--- src/design/tmsf_pkg.sv ---
// shared widths and constants of the trimmed mean sample filter
package tmsf_pkg;

  // fixed field widths of the stream payloads
  localparam int unsigned ChanW      = 4;
  localparam int unsigned InSampleW  = 12;
  localparam int unsigned MeanW      = 14;
  localparam int unsigned SumW       = InSampleW + 3;

  // block of eight samples per channel, indexed by three bits
  localparam int unsigned BlockLen   = 8;
  localparam int unsigned SlotW      = 3;

  // packed stream widths, padded to whole bytes
  localparam int unsigned InDataW    = 16;
  localparam int unsigned OutDataW   = 24;

  // largest value the result field can carry
  localparam logic [MeanW-1:0] MeanMax = {MeanW{1'b1}};

  // running statistics gathered while a full block is read back
  typedef struct packed {
    logic [SumW-1:0]      total;
    logic [InSampleW-1:0] min1;
    logic [InSampleW-1:0] min2;
    logic [InSampleW-1:0] max1;
    logic [InSampleW-1:0] max2;
  } stats_t;

endpackage

--- src/design/trimmed_mean_sample_filter.sv ---
// trimmed mean sample filter: per-channel block of eight, mean of the middle four
//
// Samples come in on the s_axis channel, each tagged with its sensor channel.
// Every channel keeps its own block of eight samples in a shared sample memory.
// A sample that does not complete its channel's block gives no result. The
// eighth sample starts a readback of the block: one memory read
// per cycle feeds a single compare/add unit that keeps the running total and the
// two lowest and two highest values. The middle-four sum is total minus those
// four; it leaves on the m_axis channel as a Q.2 mean.
// A completing sample is written, then its eight slots are read back through the
// single read port of the sample memory, the last read data is taken in and the
// result is formed; s_axis_tready is low from then until the result is loaded.
// Samples on channels of CHANNELS or above are accepted and dropped.
// Reset clears all channel fill counts and the output valid flag; the sample
// memory needs no clearing since a slot is only read after it was written.
// The result sits in an output register: while the receiver stalls the block
// keeps accepting samples, and holds before loading a new result until the
// waiting one is taken.
module trimmed_mean_sample_filter #(
  parameter int unsigned CHANNELS    = 13,
  parameter int unsigned SAMPLE_BITS = 12
) (
  input  logic                           clk_i,
  input  logic                           rst_ni,
  input  logic                           s_axis_tvalid,
  output logic                           s_axis_tready,
  // [3:0] channel, [15:4] sample
  input  logic [tmsf_pkg::InDataW-1:0]   s_axis_tdata,
  output logic                           m_axis_tvalid,
  input  logic                           m_axis_tready,
  // [3:0] out_channel, [17:4] mean_q2, [23:18] zero
  output logic [tmsf_pkg::OutDataW-1:0]  m_axis_tdata
);

  localparam int unsigned CW    = (CHANNELS > 1) ? $clog2(CHANNELS) : 1;
  localparam int unsigned AW    = CW + tmsf_pkg::SlotW;
  localparam int unsigned Depth = CHANNELS * tmsf_pkg::BlockLen;
  localparam int unsigned SW    = (SAMPLE_BITS < tmsf_pkg::InSampleW) ?
                                  SAMPLE_BITS : tmsf_pkg::InSampleW;
  localparam logic [tmsf_pkg::InSampleW-1:0] SampleMask =
    tmsf_pkg::InSampleW'((33'(1) << SW) - 33'(1));

  // sequencer states
  localparam logic [1:0] StIdle   = 2'd0;
  localparam logic [1:0] StRead   = 2'd1;
  localparam logic [1:0] StDrain  = 2'd2;
  localparam logic [1:0] StFinish = 2'd3;

  logic [1:0] state_q, state_d;

  // input field split
  logic [tmsf_pkg::ChanW-1:0]     in_chan;
  logic [tmsf_pkg::InSampleW-1:0] in_sample;
  logic [CW-1:0]                  ch_idx;
  logic                           ch_ok;
  logic                           in_xfer;

  assign in_chan   = s_axis_tdata[tmsf_pkg::ChanW-1:0];
  assign in_sample = s_axis_tdata[tmsf_pkg::ChanW +: tmsf_pkg::InSampleW] & SampleMask;
  assign ch_idx    = CW'(in_chan);
  assign ch_ok     = (32'(in_chan) < 32'(CHANNELS));
  assign s_axis_tready = (state_q == StIdle);
  assign in_xfer   = s_axis_tvalid && s_axis_tready;

  // per-channel fill counts
  logic [tmsf_pkg::SlotW-1:0] fill_q [CHANNELS];
  logic [tmsf_pkg::SlotW-1:0] pos;
  logic                       block_done;

  assign pos        = fill_q[ch_idx];
  assign block_done = in_xfer && ch_ok && (pos == tmsf_pkg::SlotW'(tmsf_pkg::BlockLen - 1));

  always_ff @(posedge clk_i or negedge rst_ni) begin
    if (!rst_ni) begin
      for (int i = 0; i < CHANNELS; i++) begin
        fill_q[i] <= '0;
      end
    end else if (in_xfer && ch_ok) begin
      fill_q[ch_idx] <= pos + 1'b1;
    end
  end

  // readback sequencing
  logic [CW-1:0]              rd_ch_q, rd_ch_d;
  logic [tmsf_pkg::SlotW-1:0] rd_cnt_q, rd_cnt_d;
  logic                       rd_en;
  logic                       rd_vld_q;

  always_comb begin
    state_d  = state_q;
    rd_ch_d  = rd_ch_q;
    rd_cnt_d = rd_cnt_q;
    rd_en    = 1'b0;
    unique case (state_q)
      StIdle: begin
        if (block_done) begin
          state_d  = StRead;
          rd_ch_d  = ch_idx;
          rd_cnt_d = '0;
        end
      end
      StRead: begin
        rd_en    = 1'b1;
        rd_cnt_d = rd_cnt_q + 1'b1;
        if (rd_cnt_q == tmsf_pkg::SlotW'(tmsf_pkg::BlockLen - 1)) begin
          state_d = StDrain;
        end
      end
      StDrain: begin
        state_d = StFinish;
      end
      StFinish: begin
        if (!m_axis_tvalid || m_axis_tready) begin
          state_d = StIdle;
        end
      end
      default: state_d = StIdle;
    endcase
  end

  always_ff @(posedge clk_i or negedge rst_ni) begin
    if (!rst_ni) begin
      state_q  <= StIdle;
      rd_cnt_q <= '0;
      rd_ch_q  <= '0;
      rd_vld_q <= 1'b0;
    end else begin
      state_q  <= state_d;
      rd_cnt_q <= rd_cnt_d;
      rd_ch_q  <= rd_ch_d;
      rd_vld_q <= rd_en;
    end
  end

  // sample memory, one write and one registered read per cycle
  logic [tmsf_pkg::InSampleW-1:0] mem [Depth];
  logic [tmsf_pkg::InSampleW-1:0] rd_data_q;

  always_ff @(posedge clk_i) begin
    if (in_xfer && ch_ok) begin
      mem[{ch_idx, pos}] <= in_sample;
    end
    if (rd_en) begin
      rd_data_q <= mem[AW'({rd_ch_q, rd_cnt_q})];
    end
  end

  // shared compare/add unit over the read-back samples
  tmsf_pkg::stats_t st_q, st_d;

  always_comb begin
    st_d = st_q;
    if (block_done) begin
      st_d.total = '0;
      st_d.min1  = '1;
      st_d.min2  = '1;
      st_d.max1  = '0;
      st_d.max2  = '0;
    end else if (rd_vld_q) begin
      st_d.total = st_q.total + tmsf_pkg::SumW'(rd_data_q);
      if (rd_data_q < st_q.min1) begin
        st_d.min2 = st_q.min1;
        st_d.min1 = rd_data_q;
      end else if (rd_data_q < st_q.min2) begin
        st_d.min2 = rd_data_q;
      end
      if (rd_data_q > st_q.max1) begin
        st_d.max2 = st_q.max1;
        st_d.max1 = rd_data_q;
      end else if (rd_data_q > st_q.max2) begin
        st_d.max2 = rd_data_q;
      end
    end
  end

  always_ff @(posedge clk_i) begin
    st_q <= st_d;
  end

  // trimmed sum: total less the two lowest and two highest
  logic [tmsf_pkg::SumW-1:0]  drop_sum;
  logic [tmsf_pkg::SumW-1:0]  mid_sum;
  logic [tmsf_pkg::MeanW-1:0] mean;

  assign drop_sum = tmsf_pkg::SumW'(st_q.min1) + tmsf_pkg::SumW'(st_q.min2)
                  + tmsf_pkg::SumW'(st_q.max1) + tmsf_pkg::SumW'(st_q.max2);
  assign mid_sum  = st_q.total - drop_sum;
  assign mean     = (mid_sum > tmsf_pkg::SumW'(tmsf_pkg::MeanMax)) ?
                    tmsf_pkg::MeanMax : mid_sum[tmsf_pkg::MeanW-1:0];

  // output register
  logic                           out_vld_q;
  logic [tmsf_pkg::OutDataW-1:0]  out_data_q;
  logic                           out_load;

  assign out_load = (state_q == StFinish) && (!out_vld_q || m_axis_tready);

  always_ff @(posedge clk_i or negedge rst_ni) begin
    if (!rst_ni) begin
      out_vld_q <= 1'b0;
    end else if (out_load) begin
      out_vld_q <= 1'b1;
    end else if (m_axis_tready) begin
      out_vld_q <= 1'b0;
    end
  end

  always_ff @(posedge clk_i) begin
    if (out_load) begin
      out_data_q <= tmsf_pkg::OutDataW'({mean, tmsf_pkg::ChanW'(rd_ch_q)});
    end
  end

  assign m_axis_tvalid = out_vld_q;
  assign m_axis_tdata  = out_data_q;

endmodule
--- config.mk ---
export PLATFORM = sky130hd
export DESIGN_NAME = trimmed_mean_sample_filter
export DESIGN_NICKNAME = d
export VERILOG_FILES = /design/src/design/tmsf_pkg.sv /design/src/design/trimmed_mean_sample_filter.sv
export SDC_FILE = /design/constraint.sdc
export NUM_CORES = 2
export LEC_CHECK = 0
export BUFFER_PORTS_ARGS = -buffer_cell sky130_fd_sc_hd__buf_2
export CAP_MARGIN = 20
export CORE_MARGIN = 1.5
export CORE_UTILIZATION = 41
export CTS_CLUSTER_DIAMETER = 120
export DETAILED_ROUTE_END_ITERATION = 8
export PLACE_DENSITY = 0.59
export SYNTH_ARGS = -nofsm -noshare
export SYNTH_HDL_FRONTEND = slang
export SYNTH_SLANG_ARGS = --single-unit
--- constraint.sdc ---
create_clock -name clk_i -period 3.92 [get_ports clk_i]
set_input_delay 0.196 -clock clk_i [delete_from_list [all_inputs] [get_ports clk_i]]
set_output_delay 0.196 -clock clk_i [all_outputs]
set_load 0.005 [all_outputs]
After elaboration in Yosys (flattened, before gate mapping). Memory sizes are Yosys's and may differ from the RTL's. A register that Yosys moved wholly into a read port is not among the register bits. Cells that the tools add are included.

Bitwise operators: 1. $lt $le $gt $ge: 8. Equal/unequal tests: 8. $add $sub $neg: 7. Multiplexer cells: 21. Reduce and logical (&&, ||, !) cells: 19.

Operators by type and width (count): 2-to-1 mux 12 bit (4); bitwise mux 39 bit (1); greater-than comparator 12 bit (2); less-than comparator 12 bit (2); adder 14 x 12 -> 15 bit (1); adder 15 x 12 -> 15 bit (1); greater-than comparator 15 x 14 -> 1 bit, second input constant (1); subtractor 15 bit (1); adder 13 x 12 -> 14 bit (1); adder 12 x 12 -> 13 bit (1); binary-select mux 3 bit (select 4 bit) (1); demux 3 bit (select 4 bit) (1); 2-to-1 mux 3 bit (4); AND reduction 2 bit (6); case mux 2 bit (4 select lines) (1); nonzero test 2 bit (4); adder 3 x 1 -> 3 bit, second input constant (2); equality test 3 bit, second input constant (2); 2-to-1 mux 2 bit (3); case mux 3 bit (2 select lines) (1); greater-or-equal comparator 5 bit, second input constant (1); logical AND 1 bit (5); less-than comparator 5 x 1 -> 1 bit, second input constant (1); 2-to-1 mux 1 bit (5); 10 further kinds (12).

RAM bits: 1248. Word-level logic and storage cells: 90. Flip-flop bits (word level): 131. Memories: 1. Output and inout port bits: 26.

Memories: mem (depth 104, bits a word 12, rd ports 1, clocked after memory_dff 1, wr ports 1, line trimmed_mean_sample_filter.sv:136) `logic [tmsf_pkg::InSampleW-1:0] mem [Depth];`.

Longest topological paths before layout.
Word-level depth: 8. Mapped depth: 16.

Worst setup path before layout. No wires, ideal clock.

Kind: register to register. Start point: register st_q[1] in the netlist's numbering. End point: register out_data_q (netlist bit m_axis_tdata[10]), data pin. Slack: -0.197 ns. Data arrival time: 3.849 ns. Stages on the path, launching flop included: 17. Library setup time: 0.268 ns. Clock period less this slack: 4.117 ns. Path through: dfxtp_1 > inv_1 > fa_1 > inv_1 > fa_1 > inv_1 > fa_1 > inv_1 > fa_1 > nor2b_1 > o21ai_0 > a21oi_1 > o31ai_1 > or4_1 > nand4_1 > clkbuf_1 > nand2_1.

Longest elaborated chain between the ends: 3.

RTL lines: start, declared (line trimmed_mean_sample_filter.sv:149) `tmsf_pkg::stats_t st_q, st_d;`; start signal, assigned (line trimmed_mean_sample_filter.sv:177) `st_q <= st_d;`; adder 14 x 12 -> 15 bit (*) (line trimmed_mean_sample_filter.sv:186) `+ tmsf_pkg::SumW'(st_q.max1) + tmsf_pkg::SumW'(st_q.max2);`; subtractor 15 bit (*) (line trimmed_mean_sample_filter.sv:187) `assign mid_sum = st_q.total - drop_sum;`; greater-than comparator 15 x 14 -> 1 bit (line trimmed_mean_sample_filter.sv:188) `assign mean = (mid_sum > tmsf_pkg::SumW'(tmsf_pkg::MeanMax)) ?`; end signal, assigned (line trimmed_mean_sample_filter.sv:210) `out_data_q <= tmsf_pkg::OutDataW'({mean, tmsf_pkg::ChanW'(rd_ch_q)});`; end, declared (line trimmed_mean_sample_filter.sv:193) `logic [tmsf_pkg::OutDataW-1:0] out_data_q;`.

Every way passes the cells marked *; elsewhere a longest branch is shown, timed or not. A chain may end at the register's enable or synchronous reset.

Final worst setup path.
Start point: register st_q[1] in the netlist's numbering. End point: register out_data_q (netlist bit m_axis_tdata[6]), data pin.

Same word-level chain as after synthesis.

==> flow_summary.toml <==
[sta]
hold_viol_final = 0
worst_pin_slew_ns = 1.08
finalCritPeriodShare = 1.03
finalSetupViolCount = 14
fin_crit_ns = 4.04
fmax_mhz = 248
skew_ns = 0.0301
drv_slew = 0
grt_setup_unrepaired = "true"
relSlewSlack = 0.281
setup_ws_ns = -0.116

[clock_tree]
clockRootBuffer = "clkbuf_16"
cts.sinks = 1391
cts.path.max_buffers = 3
clk_latency_ns = 0.76
cts_tree = "built"
clk_pin_slew_worst_paths_ns = 0.06
numCtsBuffers = 147
cts_htree_levels = 4

[detailed_routing]
vias_per_cell = 5.65
drtPass1Iterations = 5
drtAntennaViolNets = 0
finalWirelength_mm = 138
drc = 0
wl_per_cell_um = 26.6
vias = 29400
drt_iter0_drc = 2898

[yosys]
ys_types = 62
syn_area_um2 = 57000
syn_area_per_cell_um2 = 19.1
yosysTopAreaCellShare = 0.674
ys_seq_elements = 1391
yosys.area.top_type = "edfxtp_1"
syn_inst = 2988
yosys_warnings = 0
synth.top_cells.by_area = "edfxtp_1 67%, mux4_2 13%, dfxtp_1 2.2%"
yosys_most_used_dff = "edfxtp_1"
synthArstFlopShare = 0.0359
synth_seq_area_share = 0.718
synth-edff-count = 1278

[finish]
final_cell_mix = "1,278 x edfxtp_1, 341 x mux4_2, 227 x buf_4"
final_common_cell = "edfxtp_1"
area_growth_pct = 15.3
drive_above_1_share = 0.263
nNetsFinal = 3422
stdcell_count = 5198

[global_route]
grt_pass1_wl_mm = 205
grt_max_degree = 105
use_met1 = 0.264
grt_use_met3 = 0.0351
grt_usage = 0.198
antenna_found_initial = 6
grtUsageMet2 = 0.333
top_usage_layer = "met2"
grt_pass1_vias = 30600
gr-total-overflow = 0

[worst_setup_path]
cp.required_ns = 4.43
crit_path_cell_trace = "inv_2 -> fa_1 -> inv_1 -> fa_1 -> inv_2 -> fa_1 -> inv_1 -> fa_2 -> nor2b_4 -> o21ai_2 -> a21oi_2 -> o31ai_2 -> or4_1 -> nand4_1 -> buf_12 -> o21ai_0"
critPathCaptureType = "flop"
cp_max_fo = 14
rr_endpoint = "m_axis_tdata[6]"
slowest_delay_ns = 0.56
reg2regPathDepth = 16
cpMaxStageDelayCell = "fa_1"
crit_family = "adder cells"
crit_buf_inv = 5
crit_top_cell = "fa_1"
startpoint_type = "flop"
r2r-start = "st_q[1]"
arrival_ns = 4.54
ff2ff_setup_slack_ns = -0.12
worst-setup-path-type = "reg2reg"

[placed_design]
place_hpwl_mm = 89.1
dp_cells = 4902
dp_slack_ns = -0.193
gp_congestion = 0.901
io_buffers = 39

[floorplan]
die-area_um2 = 141000
die_w_um = 376
start_util = 0.414
rows = 136
die_h_um = 376
core_um2 = 138000
boundaryPins = 46

[min_path]
whs_endpoint = "mem[81][5]"
hold_depth = 1
worstHoldStart = "s_axis_tdata[9]"
hold_path.class = "in2reg"

[flow_run]
drv_cap = 0

[power_and_ir_drop]
power_per_cell_area_nw_per_um2 = 852
peakVddDrop_uv = 1340
finalPower_uw = 55900
p_leak_uw = 0.0222

[status]
violations = "negative setup slack"
status = "finished, violations left"
worst register-to-register path: stages, from the launching register on:
cell	delay, ns
dfxtp_2	0.34
inv_2	0.05
fa_1	0.56
inv_1	0.06
fa_1	0.50
inv_2	0.04
fa_1	0.52
inv_1	0.06
fa_2	0.37
nor2b_4	0.13
o21ai_2	0.08
a21oi_2	0.22
o31ai_2	0.11
or4_1	0.40
nand4_1	0.15
buf_12	0.14
o21ai_0	0.07
worst max path at each step:
stage            start               end  slack (ns)  cells after the start
4_1_cts        st_q[1]   m_axis_tdata[6]       -0.13                     16
3_5_place_dp   st_q[1]   m_axis_tdata[6]       -0.19                     16
3_3_place_gp   st_q[1]   m_axis_tdata[6]       -0.23                     16
2_1_floorplan  st_q[1]  m_axis_tdata[11]        0.04                     16
6_report       st_q[1]   m_axis_tdata[6]       -0.12                     16
5_1_grt        st_q[1]   m_axis_tdata[6]       -0.35                     16
sequential cells by signal, summed over array words and instances (netlist names):
name           cells
mem             1248
st_q              63
fill_q            39
m_axis_tdata      18
rd_data_q         12
rd_ch_q            4
rd_cnt_q           3
state_q            2
m_axis_tvalid      1
rd_vld_q           1
stage by stage:
step / hold WS (ns) / instance area (µm²) / utilization / TNS [ns]
2_1_floorplan: -0.0996 / 57000 / - / 0
4_1_cts: 0.00278 / 65500 / 0.476 / -1.23
3_5_place_dp: 0.120 / 60800 / 0.441 / -2.27
5_1_grt: 0.0102 / 65700 / 0.477 / -4.21
6_report: 0.00379 / 65700 / 0.477 / -1.13
3_3_place_gp: 0.109 / 60700 / 0.441 / -2.75
layer usage:
metal | share of wire | wire length [µm] | up-vias
met1 | 0.41 | 57200 | 15600
met5 | 0.00022 | 30 | -
met4 | 0.023 | 3180 | 4
met3 | 0.057 | 7910 | 183
met2 | 0.51 | 69800 | 898
li1 | - | - | 12700
area by class of cell:
class                      instances  area (µm²)
antenna                            1        2.50
clock buffer                     187        3910
clock inverter                    83         704
fill                           11200       72000
inverter                         118         443
multi-input combinational       1325       14900
sequential                      1391       40900
tap                             1794        2240
timing repair buffer             299        2510
timing repair:
item / in CTS / in global routing
resized for setup: 4 / 2
pin swaps: 1 / 1
gates cloned: 0 / 0
setup endpoints to repair: 14 / 14
hold buffers: 11 / 1
hold endpoints to repair: 142 / 40
buffers inserted: 0 / 1
cells by family after synthesis:
logic type / share of synthesized area
multiplexers: 0.154
AND/OR/NAND/NOR: 0.0352
buffers and inverters: 0.0219
other: 0.0000658
adder cells (fa/ha/maj): 0.0314
flip-flops: 0.718
AO/OA/AOI/OAI: 0.0371
XOR/XNOR: 0.00246
cell usage after synthesis, types with 10 or more instances:
library cell  number
edfxtp_1        1278
mux4_2           341
nor2_1           136
nand2_1          132
inv_1            118
ha_1              82
clkbuf_1          71
a21oi_1           67
dfxtp_1           63
nand3_1           57
a22oi_1           56
mux2i_1           55
buf_2             53
dfrtp_1           50
o21ai_0           46
fa_1              38
a221oi_1          33
nor3_1            28
mux2_2            26
nor2b_1           26
a22o_1            25
nand4_1           20
nand2b_1          17
buf_4             16
a21o_1            15
o22ai_1           12
xnor2_1           10
power by group:
group / internal, µW / leakage (µW) / switching [µW] / total (µW)
clock network: 7680 / 0.00225 / 5690 / 13400
registers: 17400 / 0.0127 / 984 / 18400
logic: 11200 / 0.00727 / 12900 / 24100
total: 36300 / 0.0222 / 19600 / 55900
(Power assumes the default switching activity.)
